==> src/rtl/core/assert_macros.svh <==
// Assertion macros shared by the gray quantizer / bit packer RTL.
// Expects clk_i and rst_ni (active low) in the enclosing module.
`ifndef ASSERT_MACROS_SVH
`define ASSERT_MACROS_SVH

// Property checked at every rising edge outside reset.
`define ASSERT_CLK(lbl, prop, msg) \
  lbl: assert property (@(posedge clk_i) disable iff (!rst_ni) (prop)) else $error(msg);

// Condition that must never be seen outside reset.
`define ASSERT_NEVER(lbl, cond, msg) \
  lbl: assert property (@(posedge clk_i) disable iff (!rst_ni) !(cond)) else $error(msg);

`endif

==> src/rtl/core/gqbp_pkg.sv <==
// Package for the gray quantizer / bit packer: constants, code item type,
// code width helper. No dependencies.
package gqbp_pkg;

  localparam int unsigned ByteBits         = 8;
  localparam int unsigned FifoDepthDefault = 4;
  localparam logic [7:0]  MaxLevelReset    = 8'd255;

  // One quantized code on its way from front to back.
  typedef struct packed {
    logic [7:0] code;   // quantized value, fits in width bits
    logic [3:0] width;  // code width, 1..8
    logic       last;   // final pixel of the image
  } code_item_t;

  // Bits needed to hold level, at least one.
  function automatic logic [3:0] code_width(input logic [7:0] level);
    logic [3:0] w;
    w = 4'd1;
    for (int i = 0; i < 8; i++) begin
      if (level[i]) w = 4'(i + 1);
    end
    return w;
  endfunction

endpackage

==> src/rtl/core/gqbp_front.sv <==
// Front end: accepts pixels, multiplies by max_level, divides by 255 and
// pushes code items to the queue. Depends on gqbp_pkg.
module gqbp_front (
  input  logic                 clk_i,
  input  logic                 rst_ni,
  input  logic [7:0]           max_level_i,
  input  logic                 pix_valid_i,
  output logic                 pix_ready_o,
  input  logic [7:0]           pixel_i,
  input  logic                 last_pixel_i,
  output logic                 item_valid_o,
  input  logic                 item_ready_i,
  output gqbp_pkg::code_item_t item_o
);

  logic        prod_valid_q, prod_valid_d;
  logic [15:0] prod_q, prod_d;
  logic [3:0]  width_q, width_d;   // width taken with the same level as the product
  logic        last_q, last_d;
  logic [16:0] quot_sum;
  logic        take;

  assign pix_ready_o = !prod_valid_q || item_ready_i;
  assign take        = pix_valid_i && pix_ready_o;

  always_comb begin
    prod_valid_d = prod_valid_q;
    prod_d       = prod_q;
    width_d      = width_q;
    last_d       = last_q;
    if (take) begin
      prod_valid_d = 1'b1;
      prod_d       = pixel_i * max_level_i;
      width_d      = gqbp_pkg::code_width(max_level_i);
      last_d       = last_pixel_i;
    end else if (item_ready_i) begin
      prod_valid_d = 1'b0;
    end
  end

  always_ff @(posedge clk_i or negedge rst_ni) begin
    if (!rst_ni) begin
      prod_valid_q <= 1'b0;
    end else begin
      prod_valid_q <= prod_valid_d;
    end
  end

  always_ff @(posedge clk_i) begin
    prod_q  <= prod_d;
    width_q <= width_d;
    last_q  <= last_d;
  end

  // floor(p/255) = (p + (p >> 8) + 1) >> 8, exact for p up to 65534, so for every 8-bit product
  assign quot_sum = {1'b0, prod_q} + 17'(prod_q[15:8]) + 17'd1;

  assign item_valid_o = prod_valid_q;
  assign item_o.code  = quot_sum[15:8];
  assign item_o.width = width_q;
  assign item_o.last  = last_q;

endmodule

==> src/rtl/core/gqbp_fifo.sv <==
// Short queue of code items between front and back.
// Depends on gqbp_pkg and assert_macros.svh.
`include "assert_macros.svh"

module gqbp_fifo #(
  parameter int unsigned Depth = gqbp_pkg::FifoDepthDefault
) (
  input  logic                 clk_i,
  input  logic                 rst_ni,
  input  logic                 in_valid_i,
  output logic                 in_ready_o,
  input  gqbp_pkg::code_item_t in_item_i,
  output logic                 out_valid_o,
  input  logic                 out_ready_i,
  output gqbp_pkg::code_item_t out_item_o
);

  localparam int unsigned PtrW = (Depth > 1) ? $clog2(Depth) : 1;
  localparam int unsigned CntW = $clog2(Depth + 1);

  gqbp_pkg::code_item_t mem_q [Depth];
  logic [PtrW-1:0] wr_ptr_q, wr_ptr_d, rd_ptr_q, rd_ptr_d;
  logic [CntW-1:0] count_q, count_d;
  logic push, pop;

  assign in_ready_o  = count_q != CntW'(Depth);
  assign out_valid_o = count_q != '0;
  assign out_item_o  = mem_q[rd_ptr_q];
  assign push        = in_valid_i && in_ready_o;
  assign pop         = out_valid_o && out_ready_i;

  always_comb begin
    wr_ptr_d = wr_ptr_q;
    rd_ptr_d = rd_ptr_q;
    count_d  = count_q;
    if (push) begin
      wr_ptr_d = (wr_ptr_q == PtrW'(Depth - 1)) ? '0 : PtrW'(wr_ptr_q + PtrW'(1));
    end
    if (pop) begin
      rd_ptr_d = (rd_ptr_q == PtrW'(Depth - 1)) ? '0 : PtrW'(rd_ptr_q + PtrW'(1));
    end
    if (push && !pop) begin
      count_d = CntW'(count_q + CntW'(1));
    end else if (pop && !push) begin
      count_d = CntW'(count_q - CntW'(1));
    end
  end

  always_ff @(posedge clk_i or negedge rst_ni) begin
    if (!rst_ni) begin
      wr_ptr_q <= '0;
      rd_ptr_q <= '0;
      count_q  <= '0;
    end else begin
      wr_ptr_q <= wr_ptr_d;
      rd_ptr_q <= rd_ptr_d;
      count_q  <= count_d;
    end
  end

  always_ff @(posedge clk_i) begin
    if (push) begin
      mem_q[wr_ptr_q] <= in_item_i;
    end
  end

  `ASSERT_NEVER(a_fifo_overfill, count_q > CntW'(Depth), "fifo count above depth")
  `ASSERT_CLK(a_fifo_inc, (push && !pop) |=> count_q == CntW'($past(count_q) + 1'b1), "fifo count did not grow")
  `ASSERT_CLK(a_fifo_dec, (pop && !push) |=> count_q == CntW'($past(count_q) - 1'b1), "fifo count did not shrink")

endmodule

==> src/rtl/core/gqbp_back.sv <==
// Back end: packs codes MSB first into bytes and drives the output register.
// Depends on gqbp_pkg and assert_macros.svh.
`include "assert_macros.svh"

module gqbp_back (
  input  logic                 clk_i,
  input  logic                 rst_ni,
  input  logic                 item_valid_i,
  output logic                 item_ready_o,
  input  gqbp_pkg::code_item_t item_i,
  output logic                 out_valid_o,
  input  logic                 out_ready_i,
  output logic [7:0]           out_byte_o,
  output logic                 out_last_o
);

  localparam logic [3:0] FullFree = 4'(gqbp_pkg::ByteBits);

  logic [7:0] partial_q, partial_d;
  logic [3:0] free_q, free_d;
  logic       flush_q, flush_d;     // partial byte still owed after a split last code
  logic       out_valid_q, out_valid_d;
  logic [7:0] out_byte_q, out_byte_d;
  logic       out_last_q, out_last_d;

  logic       out_free;
  logic [3:0] avail, rem, left;
  logic [7:0] merged;

  assign out_free     = !out_valid_q || out_ready_i;
  assign item_ready_o = out_free && !flush_q;

  always_comb begin
    avail = ((free_q == 4'd0) || (free_q > FullFree)) ? FullFree : free_q;
    rem   = item_i.width - avail;
    left  = avail - item_i.width;
    merged = '0;

    partial_d   = partial_q;
    free_d      = free_q;
    flush_d     = flush_q;
    out_valid_d = out_valid_q && !out_ready_i;
    out_byte_d  = out_byte_q;
    out_last_d  = out_last_q;

    priority if (flush_q && out_free) begin
      out_valid_d = 1'b1;
      out_byte_d  = partial_q;
      out_last_d  = 1'b1;
      partial_d   = '0;
      free_d      = FullFree;
      flush_d     = 1'b0;
    end else if (item_valid_i && item_ready_o) begin
      if (item_i.width <= avail) begin
        merged = partial_q | 8'(item_i.code << left);
        if (left == 4'd0 || item_i.last) begin
          // byte full, or last pixel: send it out padded
          out_valid_d = 1'b1;
          out_byte_d  = merged;
          out_last_d  = item_i.last;
          partial_d   = '0;
          free_d      = FullFree;
        end else begin
          partial_d = merged;
          free_d    = left;
        end
      end else begin
        // code straddles the byte boundary
        out_valid_d = 1'b1;
        out_byte_d  = partial_q | (item_i.code >> rem);
        out_last_d  = 1'b0;
        partial_d   = 8'(item_i.code << (FullFree - rem));
        free_d      = FullFree - rem;
        flush_d     = item_i.last;
      end
    end else begin
      // nothing to do this cycle
    end
  end

  always_ff @(posedge clk_i or negedge rst_ni) begin
    if (!rst_ni) begin
      partial_q   <= '0;
      free_q      <= FullFree;
      flush_q     <= 1'b0;
      out_valid_q <= 1'b0;
    end else begin
      partial_q   <= partial_d;
      free_q      <= free_d;
      flush_q     <= flush_d;
      out_valid_q <= out_valid_d;
    end
  end

  always_ff @(posedge clk_i) begin
    out_byte_q <= out_byte_d;
    out_last_q <= out_last_d;
  end

  assign out_valid_o = out_valid_q;
  assign out_byte_o  = out_byte_q;
  assign out_last_o  = out_last_q;

  `ASSERT_NEVER(a_free_range, free_q == 4'd0 || free_q > FullFree, "free bit count out of range")
  `ASSERT_CLK(a_empty_clean, free_q == FullFree |-> partial_q == '0, "empty byte holds stale bits")
  `ASSERT_CLK(a_flush_out, flush_q |-> out_valid_q, "flush pending without the split byte")
  `ASSERT_CLK(a_flush_done, $fell(flush_q) |-> (free_q == FullFree && out_last_q), "flush left state behind")

endmodule

==> src/rtl/core/gray_quantize_bit_packer_unit.sv <==
// Top level of the gray quantizer / bit packer: config register, front end,
// code queue and packing back end. Depends on gqbp_pkg, gqbp_front, gqbp_fifo, gqbp_back.
//
//  channel   dir  tdata / data          side band        transfer when
//  s_axis    in   [7:0] pixel           tlast=last_pixel tvalid & tready
//  m_axis    out  [7:0] packed_byte     tlast=last_byte  tvalid & tready
//  cfg       in   [7:0] max_level       -                cfg_valid_i & cfg_ready_o
//
// One pixel per cycle sustained while no output stall or flush holds the back end;
// a pixel passes the multiply register, the queue and the output register to its byte.
// The back end takes one code per cycle unless its output is stalled or a flush is owed;
// it emits at most one byte per cycle, and a straddling last code adds a flush byte.
// Reset: max_level = 255, packing byte empty with 8 free bits, queue empty.
// Output stalls back up through the queue into s_axis_tready; input stalls
// never hold back a byte already in the output register.
module gray_quantize_bit_packer_unit #(
  parameter int unsigned FifoDepth = gqbp_pkg::FifoDepthDefault
) (
  input  logic       clk_i,
  input  logic       rst_ni,
  // pixel stream
  input  logic       s_axis_tvalid,
  output logic       s_axis_tready,
  input  logic [7:0] s_axis_tdata,   // [7:0] pixel
  input  logic       s_axis_tlast,   // last_pixel
  // packed byte stream
  output logic       m_axis_tvalid,
  input  logic       m_axis_tready,
  output logic [7:0] m_axis_tdata,   // [7:0] packed_byte
  output logic       m_axis_tlast,   // last_byte
  // max_level register write
  input  logic       cfg_valid_i,
  output logic       cfg_ready_o,
  input  logic [7:0] cfg_data_i
);

  logic [7:0] max_level_q, max_level_d;

  logic                 fr_valid, fr_ready;
  gqbp_pkg::code_item_t fr_item;
  logic                 bk_valid, bk_ready;
  gqbp_pkg::code_item_t bk_item;

  // A write applies to pixels transferred after it; scale and width travel
  // with each code, so items already in flight keep their level.
  assign cfg_ready_o = 1'b1;
  assign max_level_d = (cfg_valid_i && cfg_ready_o) ? cfg_data_i : max_level_q;

  always_ff @(posedge clk_i or negedge rst_ni) begin
    if (!rst_ni) begin
      max_level_q <= gqbp_pkg::MaxLevelReset;
    end else begin
      max_level_q <= max_level_d;
    end
  end

  // Quantize: code = floor(pixel * max_level / 255), width from max_level.
  gqbp_front u_front (
    .clk_i        (clk_i),
    .rst_ni       (rst_ni),
    .max_level_i  (max_level_q),
    .pix_valid_i  (s_axis_tvalid),
    .pix_ready_o  (s_axis_tready),
    .pixel_i      (s_axis_tdata),
    .last_pixel_i (s_axis_tlast),
    .item_valid_o (fr_valid),
    .item_ready_i (fr_ready),
    .item_o       (fr_item)
  );

  // Decouples the quantizer from output backpressure.
  gqbp_fifo #(
    .Depth (FifoDepth)
  ) u_fifo (
    .clk_i       (clk_i),
    .rst_ni      (rst_ni),
    .in_valid_i  (fr_valid),
    .in_ready_o  (fr_ready),
    .in_item_i   (fr_item),
    .out_valid_o (bk_valid),
    .out_ready_i (bk_ready),
    .out_item_o  (bk_item)
  );

  // MSB-first packing into bytes, flush of the partial byte on last pixel.
  gqbp_back u_back (
    .clk_i        (clk_i),
    .rst_ni       (rst_ni),
    .item_valid_i (bk_valid),
    .item_ready_o (bk_ready),
    .item_i       (bk_item),
    .out_valid_o  (m_axis_tvalid),
    .out_ready_i  (m_axis_tready),
    .out_byte_o   (m_axis_tdata),
    .out_last_o   (m_axis_tlast)
  );

endmodule

==> config.mk <==
export PLATFORM = sky130hd
export DESIGN_NAME = gray_quantize_bit_packer_unit
export DESIGN_NICKNAME = d
export VERILOG_FILES = /design/src/rtl/core/gqbp_pkg.sv /design/src/rtl/core/gqbp_front.sv /design/src/rtl/core/gqbp_fifo.sv /design/src/rtl/core/gqbp_back.sv /design/src/rtl/core/gray_quantize_bit_packer_unit.sv
export VERILOG_INCLUDE_DIRS = /design/src /design/src/rtl/core
export SDC_FILE = /design/constraint.sdc
export NUM_CORES = 1
export LEC_CHECK = 0
export BUFFER_PORTS_ARGS = -buffer_cell sky130_fd_sc_hd__buf_2
export CELL_PAD_IN_SITES_DETAIL_PLACEMENT = 1
export CELL_PAD_IN_SITES_GLOBAL_PLACEMENT = 1
export CORE_ASPECT_RATIO = 0.6
export CORE_UTILIZATION = 46
export DETAILED_ROUTE_END_ITERATION = 6
export HOLD_SLACK_MARGIN = 0.03
export PLACE_DENSITY_LB_ADDON = 0.1
export SLEW_MARGIN = 20
export SYNTH_ARGS = -nofsm -noshare
export SYNTH_HDL_FRONTEND = slang
export SYNTH_SLANG_ARGS = --single-unit
==> constraint.sdc <==
create_clock -name clk_i -period 4.3 [get_ports clk_i]
set_input_delay 1.29 -clock clk_i [delete_from_list [all_inputs] [get_ports clk_i]]
set_output_delay 1.29 -clock clk_i [all_outputs]
set_load 0.05 [all_outputs]
; ---- After elaboration in Yosys (flattened, before gate mapping)
; Memory sizes are Yosys's and may differ from the RTL's.
; Index checks and enable logic that the tools add are counted.
[word_totals]
regBits = 60
ram_bits = 52
inputBits = 22
out_inout_bits = 12
word_cells = 101
mem_count = 1
[classes]
addsub = 9
mul = 1
order_cmp = 2
n_eq_ne = 6
shift = 3
mux = 36
bitwise = 2
reduce_logical = 27
[mem_list]
columns = name, words, width, rd, rd_clocked_by_memory_dff, wr, line
row1 = u_fifo.mem_q, 4, 13, 1, 0, 1, gqbp_fifo.sv:21  ; gqbp_pkg::code_item_t mem_q [Depth];
[ops]
columns = op, n
row1 = 2-to-1 mux 8 bit, 8
row2 = 2-to-1 mux 4 bit, 5
row3 = 2-to-1 mux 3 bit, 6
row4 = adder 16 x 1 -> 16 bit (second input constant), 1
row5 = adder 16 x 8 -> 16 bit, 1
row6 = multiplier 8 x 8 -> 16 bit, 1
row7 = bitwise OR 8 bit, 2
row8 = << shifter 8 x 4 -> 8 bit, 2
row9 = 2-to-1 mux 1 bit, 13
row10 = logical AND 1 bit, 8
row11 = zero test 4 bit, 2
row12 = 2-to-1 mux 2 bit, 4
row13 = >> shifter 8 x 4 -> 8 bit, 1
row14 = subtractor 4 bit, 2
row15 = zero test 1 bit, 6
row16 = AND reduction 2 bit, 3
row17 = nonzero test 2 bit, 3
row18 = adder 2 x 1 -> 2 bit (second input constant), 2
row19 = equality test 2 bit (second input constant), 2
row20 = greater-than comparator 4 bit (second input constant), 1
row21 = less-or-equal comparator 4 bit, 1
row22 = logical OR 1 bit, 4
row23 = subtractor 4 bit (first input constant), 1
row24 = adder 3 x 1 -> 3 bit (second input constant), 1
row25 = 6 further kinds, 6

; ---- Longest topological paths before layout
; Gate-level depths: netlist (run 1).
[depth]
depth_word = 10
ltp_mapped = 18
ltp_nobuf = 17

; ---- Cells and area by module
; Synthesis (run 1) repeated with hierarchy kept, for this count alone.
[hier_totals]
hier_cells = 683
area_unflattened_um2 = 8076.5
[modules_own_cells]
columns = module, n_inst, cells_per_inst, area_each_um2, seq_area_each_um2
row1 = gqbp_front, 1, 322, 3139.3, 655.6
row2 = gqbp_fifo, 1, 104, 2316.0, 1736.7
row3 = gqbp_back, 1, 238, 2268.4, 611.8
row4 = gray_quantize_bit_packer_unit, 1, 19, 352.8, 210.2

; ---- Worst setup path after synthesis (run 1)
; OpenSTA, ideal clock, no wires.
[synth_timing]
path_type = in2reg
start = input port s_axis_tdata[2]
end = register u_front.prod_q[15] (data pin)
setup_ns = 0.259
t_arrival_ns = 4.751
required_ns = 4.041
path_slack_ns = -0.710
stages = 12
n_path_buf = 0
path_cell_list = and2_1 -> fa_1 -> fa_1 -> fa_1 -> fa_1 -> ha_1 -> a21o_1 -> a21o_1 -> a21o_1 -> o21ai_0 -> a21oi_1 -> xnor2_1
[synth_between]
elab_chain_len = 1
[synth_lines]
columns = item, line
row1 = from (decl), gray_quantize_bit_packer_unit.sv:24  ; input logic [7:0] s_axis_tdata,
row2 = multiplier 8 x 8 -> 16 bit, gqbp_front.sv:33  ; prod_d = pixel_i * max_level_i;
row3 = to (signal assigned), gqbp_front.sv:50  ; prod_q <= prod_d;
row4 = to (decl), gqbp_front.sv:17  ; logic [15:0] prod_q, prod_d;
; Every way passes these cells.
; A chain may end at the register's enable or synchronous reset.

; ---- Worst setup path after layout (run 1)
[layout_timing]
start = input port s_axis_tdata[5]
end = register u_front.prod_q[14] (data pin)
; The elaborated chain is that of the path after synthesis.

==> impl_metrics.toml, run 1 <==
[min_path]
holdPathStages = 0
hold_class = "flop to flop"
hold_end = "u_fifo.mem_q[1][4]$_DFFE_PP_"
hp-start = "u_front.width_q[3]$_SDFFCE_PP1P_"

[floorplan]
row_count = 36
start_util = 0.4772
ios = 34
die_w_um = 170.6
die_area_um2 = 17600
die_h_um = 103.2
core_area_um2 = 16440

[yosys]
yosysTopAreaCell = "edfxtp_1"
ys.flop_type = "edfxtp_1"
synth_cells = 693
synth_fp_nets = 811
yosysWarnings = 0
synth.most_common_cell = "edfxtp_1"
synth-edff-count = 81
synthTopCellsByCount = "edfxtp_1, inv_1, and2_1, ha_1, nand2_1"
synth_area_leaders = "edfxtp_1, fa_1, ha_1, dfrtp_1, and2_1"
avgSynthCellArea_um2 = 11.32
synth_area_um2 = 7846
ys_ff_latch = 112
synth_seq_area_share = 0.4097
async_reset_ff_frac = 0.2679
synth.distinct_cells = 68
synth_top_area_frac = 0.3100

[clocking]
clkTransAtPathRegs_ns = 0.08
numClockSinks = 112
clock_path_buffers = 2
cts_made_buffers = 9
clock_latency_ns = 0.36
cts-root-buf = "clkbuf_16"
cts_tree = "done"
ctsHtreeMaxLevel = 3

[route]
drt_iter0_drc = 308
routed_wl_um = 19960
dr.pass1.iters = 5
wl_per_cell_um = 20.10
top_layer_used = "met4"
wl_met2_um = 8253
met1_length_um = 10260
ant_nets = 0
drc_errors = 0
viasPerCell = 5.559
vias = 5520
route.met3.wl_um = 1284

[grt]
grt_max_degree = 31
antenna_found_initial = 0
grt_usage = 0.2438
grt_overflow = 0
grt_pass1_wl_um = 31890
grt_pass1_vias = 5783

[timing]
fin_skew_ns = 0.01406
setup_viol = 7
timing_hold_violations_final = 0
max_clock_freq_ghz = 0.2116
setup_slack_ns = -0.4258
period_share = 1.099
tightestPinTransition_ns = 0.8559
slew_headroom = 0.4266
rsz0062_at_grt = "true"
drv_slew = 0
fin_crit_ns = 4.726

[setup_path]
crit_buf_inv = 1
critical-path-slowest-cell = "fa_1"
reg2reg_to = "u_front.prod_q[14]$_DFFE_PP_"
path_max_fanout = 4
r2r_slack_ns = 0.01
worst_ep_required_time_ns = 4.40
cp.depth = 14
cpMostUsedCell = "fa_1"
worstRegToRegCells = 13
cp-end-kind = "flop"
worstPathCellList = "buf_6 > and2_4 > fa_1 > fa_1 > fa_1 > fa_1 > ha_4 > a21o_1 > a21o_1 > a21o_1 > nor3_2 > o21ai_1 > o311ai_2 > xnor2_1"
crit_type = "input pin to flop"
slowest_delay_ns = 0.58
r2r-start = "max_level_q[4]$_DFFE_PN1P_"
crit_arrival_ns = 4.83
critPathLaunchType = "input pin"
critical_path.top_delay_family = "adder cells"

[job]
maxCapViolCount = 0

[place]
hpwlAfterDp_um = 15680
port_buffers = 32
gp_congestion = 0.9236
place_inst = 971

[finish]
layout.cells.non_filler = 993
drive_above_1_share = 0.2444
areaGrowthSynthToFinish_pct = 16.12
finalNetCount = 878
num-fill-cells = 1708
seq_area_um2 = 3214
multi_input_area_um2 = 4442
insertedDiodeCount = 0

[outcome]
outcome = "finished with violations"
violations = "negative setup slack"
## stage by stage
stage	worst slack [ns]	setup TNS [ns]	hold slack, ns	area (µm²)	utilization
final	-0.4258	-1.787	0.5187	9111	0.5542
after global routing	-0.5431	-2.589	0.5461	9111	0.5542
after CTS	-0.4387	-1.595	0.5223	9010	0.5480
after detailed placement	-0.8602	-5.424	0.5028	8582	0.5220
after global placement	-0.7163	-4.695	0.4681	8582	0.5220
after floorplan	-0.4967	-1.844	0.4587	7950	-
## what timing repair did
| action | CTS | global route |
|---|---|---|
| hold endpoints to repair | 0 | 0 |
| gates resized for setup | 25 | 17 |
| pin swaps | 15 | 9 |
| gates cloned | 0 | 0 |
| hold buffers | 0 | 0 |
| setup endpoints to repair | 8 | 9 |
| setup buffers | 5 | 3 |
## state kept, by name, indices dropped and copies added, names as in the netlist
name	flops
u_front.item_valid_o	1
u_fifo.mem_q	52
u_back.out_valid_o	1
u_back.out_byte_o	8
u_fifo.count_q	3
u_back.out_last_o	1
u_front.prod_q	16
max_level_q	8
u_fifo.wr_ptr_q	2
u_back.free_q	4
u_back.flush_q	1
u_front.width_q	4
u_front.last_q	1
u_fifo.rd_ptr_q	2
u_back.partial_q	8
## area by class of cell
cell class                      count  area share
Tap cell                          228     0.03131
Clock inverter                      6    0.006042
Sequential cell                   112      0.3528
Multi-Input combinational cell    482      0.4875
Inverter                           72     0.02994
Clock buffer                       10     0.02623
Timing Repair Buffer               83     0.06619
## worst reg2reg max path: cells and delay by family, from the launching register on
kind | cells | cell delay (ns)
XOR/XNOR | 1 | 0.12
AO/OA/AOI/OAI | 5 | 0.75
flip-flops | 1 | 0.62
adder cells (fa/ha/maj) | 5 | 2.22
AND/OR/NAND/NOR | 2 | 0.33
## placed cells by master, fill, tap and decap left out, types with 5 or more instances in the layout
| master | netlist | final |
|---|---|---|
| dfstp_2 | 9 | 9 |
| a21o_1 | 6 | 6 |
| mux2_2 | 11 | 11 |
| fa_1 | 39 | 35 |
| inv_1 | 69 | 61 |
| nand4_1 | 6 | 6 |
| nand2_1 | 54 | 53 |
| ha_1 | 57 | 51 |
| a21oi_1 | 32 | 27 |
| xnor2_1 | 19 | 16 |
| nand3_1 | 11 | 11 |
| buf_4 | 1 | 46 |
| xor2_1 | 8 | 8 |
| and2_1 | 60 | 49 |
| ha_4 | 0 | 6 |
| a211oi_1 | 6 | 6 |
| buf_2 | 6 | 26 |
| buf_6 | 3 | 10 |
| inv_2 | 1 | 8 |
| nor3_1 | 10 | 9 |
| mux4_2 | 13 | 13 |
| dfrtp_1 | 21 | 21 |
| o21ai_1 | 6 | 8 |
| nor2b_1 | 6 | 6 |
| mux2i_1 | 11 | 11 |
| nor2_1 | 32 | 31 |
| nand2b_1 | 6 | 6 |
| clkbuf_16 | 0 | 9 |
| edfxtp_1 | 81 | 81 |
| o21ai_0 | 26 | 22 |
| and2_4 | 0 | 10 |
| a221o_1 | 5 | 5 |
## kinds of logic (layout without fill, tap and decap cells)
group                      count (synthesis)  count (layout)  synth area share
and+or+nand+nor                          198             198            0.1284
buffers and inverters                     99             171           0.05374
xor gates and xnor gates                  31              31           0.04003
other                                      1               1         0.0004779
adders and majority gates                 96              96            0.1904
muxes                                     40              40           0.08228
AOI/OAI and AO/OA                        116             116           0.09504
DFF                                      112             112            0.4097
## how the worst max path moves through the flow
stage,slack [ns],startpoint,endpoint
floorplan,-0.50,s_axis_tdata[7],u_front.prod_q[14]$_DFFE_PP_
global placement,-0.72,s_axis_tdata[6],u_front.prod_q[14]$_DFFE_PP_
detailed placement,-0.86,s_axis_tdata[6],u_front.prod_q[14]$_DFFE_PP_
CTS,-0.44,s_axis_tdata[6],u_front.prod_q[14]$_DFFE_PP_
global route,-0.54,s_axis_tdata[5],u_front.prod_q[14]$_DFFE_PP_
finish,-0.43,s_axis_tdata[5],u_front.prod_q[14]$_DFFE_PP_
## metal layers
layer | track usage | vias to the layer above
met3 | 0.05758 | 17
met1 | 0.3713 | 2793
met5 | 0 | -
met4 | 0.05752 | 0
li1 | - | 2565
met2 | 0.3482 | 145
Power of run 1 is left out: the tool's default activity adds up to more than one toggle a clock period on the data nets, which glitch-free logic cannot reach.
==> run 2, diff against run 1 <==
- CORE_UTILIZATION: 46 -> 45
==> run 2 against run 1 <==
The flow still finishes with violations (negative setup slack); clock skew is 0.0044 ns lower; non-clock buffer count is 2 higher; cell area increased by 0.65%; routed wire length rose by 4.8%; sequential share of layout area shrank 0.23 points; utilization decreased by 0.25 points; global-route usage grew 0.62 points; critical path depth increased by 2; flip-flop and latch count did not move; highest routed layer unchanged.
==> impl_metrics.toml, run 2 (same netlist as run 1, synthesis figures left out) <==
[finish]
layout_commonest_cell = "edfxtp_1"
seq_area_um2 = 3214
insertedDiodeCount = 0
finalNetCount = 880
most-common-layout-cells = "edfxtp_1, inv_1, nand2_1"
top_register = "u_fifo.mem_q"
num-fill-cells = 1752
design_area_um2 = 9170
largest_reg_flops = 52
drive_above_1_share = 0.2581
largestRegisters = "u_fifo.mem_q: 52 flops, u_front.prod_q: 16 flops"
multi_input_area_um2 = 4474
areaGrowthSynthToFinish_pct = 16.87

[clocking]
clkTransAtPathRegs_ns = 0.08
clock_path_buffers = 2
cts_made_buffers = 9
ctsHtreeMaxLevel = 3
numClockSinks = 112
clock_latency_ns = 0.36
cts-root-buf = "clkbuf_16"
cts_tree = "done"

[floorplan]
die_w_um = 172.5
die_h_um = 104.3
ios = 34
start_util = 0.4721
die_area_um2 = 17990
core_area_um2 = 16620
row_count = 36

[grt]
grt_max_degree = 31
antenna_found_initial = 0
grt_usage = 0.2500
grt_pass1_vias = 6043
grt_pass1_wl_um = 33580
grt_overflow = 0

[route]
routed_wl_um = 20920
viasPerCell = 5.610
drt_iter0_drc = 325
dr.pass1.iters = 5
ant_nets = 0
drc_errors = 0
wl_per_cell_um = 21.03
vias = 5582

[place]
post-place-ws_ns = -0.8401
hpwlAfterDp_um = 16340
gp_congestion = 0.8820
port_buffers = 32
placed_cell_area_um2 = 8574

[timing]
slew_headroom = 0.4355
tightestPinTransition_ns = 0.8467
rsz0062_at_grt = "true"
fin_skew_ns = 0.009616
fin_hold_ws_ns = 0.5095
timing_hold_violations_final = 0
period_share = 1.110
fin_tns_setup_ns = -2.074
drv_slew = 0
setup_viol = 7
fin_crit_ns = 4.773
setup_slack_ns = -0.4728
max_clock_freq_ghz = 0.2095

[job]
maxCapViolCount = 0

[setup_path]
slowest_delay_ns = 0.58
crit_arrival_ns = 4.88
critPathLaunchType = "input pin"
critical-path-slowest-cell = "fa_1"
worstPathCellList = "buf_8 > and2_1 > fa_1 > fa_1 > fa_1 > inv_2 > fa_2 > inv_1 > ha_2 > a21o_1 > a21o_1 > a21o_1 > buf_6 > o21ai_4 > nand2b_1 > xor2_1"
cp-end-kind = "flop"
worst_ep_required_time_ns = 4.41
crit_type = "input pin to flop"
path_max_fanout = 3

[outcome]
outcome = "finished with violations"
violations = "negative setup slack"

[min_path]
hold_class = "flop to flop"
==> run 2: worst paths after layout <==
kind	from	endpoint	slack [ns]	cells past startpoint
min in group asynchronous	rst_ni	u_fifo.wr_ptr_q[1]$_DFFE_PN0P_	1.00	1
worst min-delay path	u_front.last_q$_DFFE_PP_	u_fifo.mem_q[0][0]$_DFFE_PP_	0.51	0
worst max register to register	max_level_q[3]$_DFFE_PN1P_	u_front.prod_q[13]$_DFFE_PP_	-0.06	13
worst max-delay path	s_axis_tdata[6]	u_front.prod_q[13]$_DFFE_PP_	-0.47	16
worst min register to register	u_front.last_q$_DFFE_PP_	u_fifo.mem_q[0][0]$_DFFE_PP_	0.51	0
max in group asynchronous	rst_ni	u_back.partial_q[7]$_DFFE_PN0P_	2.81	1
==> run 2: metal layers <==
metal | global-route usage | up-vias | part of all wire
li1 | - | 2574 | -
met1 | 0.3828 | 2845 | 0.49
met2 | 0.3638 | 155 | 0.43
met3 | 0.05822 | 8 | 0.071
met4 | 0.03666 | 0 | 0.0037
met5 | 0 | - | 0
==> run 2: layout make-up <==
class | count | share of cell area
sequential | 112 | 0.3505
inverter | 72 | 0.02947
timing repair buffer | 85 | 0.06972
clock inverter | 6 | 0.006276
clock buffer | 10 | 0.02497
tap | 228 | 0.03111
multi-input combinational | 482 | 0.4879
==> run 2: through the flow <==
stage / utilization / cells
6_report: 0.5517 / 995
4_1_cts: 0.5453 / 991
3_5_place_dp: 0.5159 / 970
2_1_floorplan: - / 693
3_3_place_gp: 0.5159 / 970
5_1_grt: 0.5517 / 995
==> run 2: critical path, delay by kind of cell <==
kind,cells,cell delay [ns]
AOI/OAI and AO/OA,4,0.67
adders and majority gates,5,2.20
xor gates and xnor gates,1,0.16
buffers and inverters,4,0.32
and+or+nand+nor,2,0.24
==> run 2: repair_timing <==
item,in CTS,in global routing
pin swaps,28,16
hold buffers,0,0
setup endpoints to repair,8,8
buffers inserted,6,5
resized for setup,38,16
Power of run 2 is left out for the same reason.
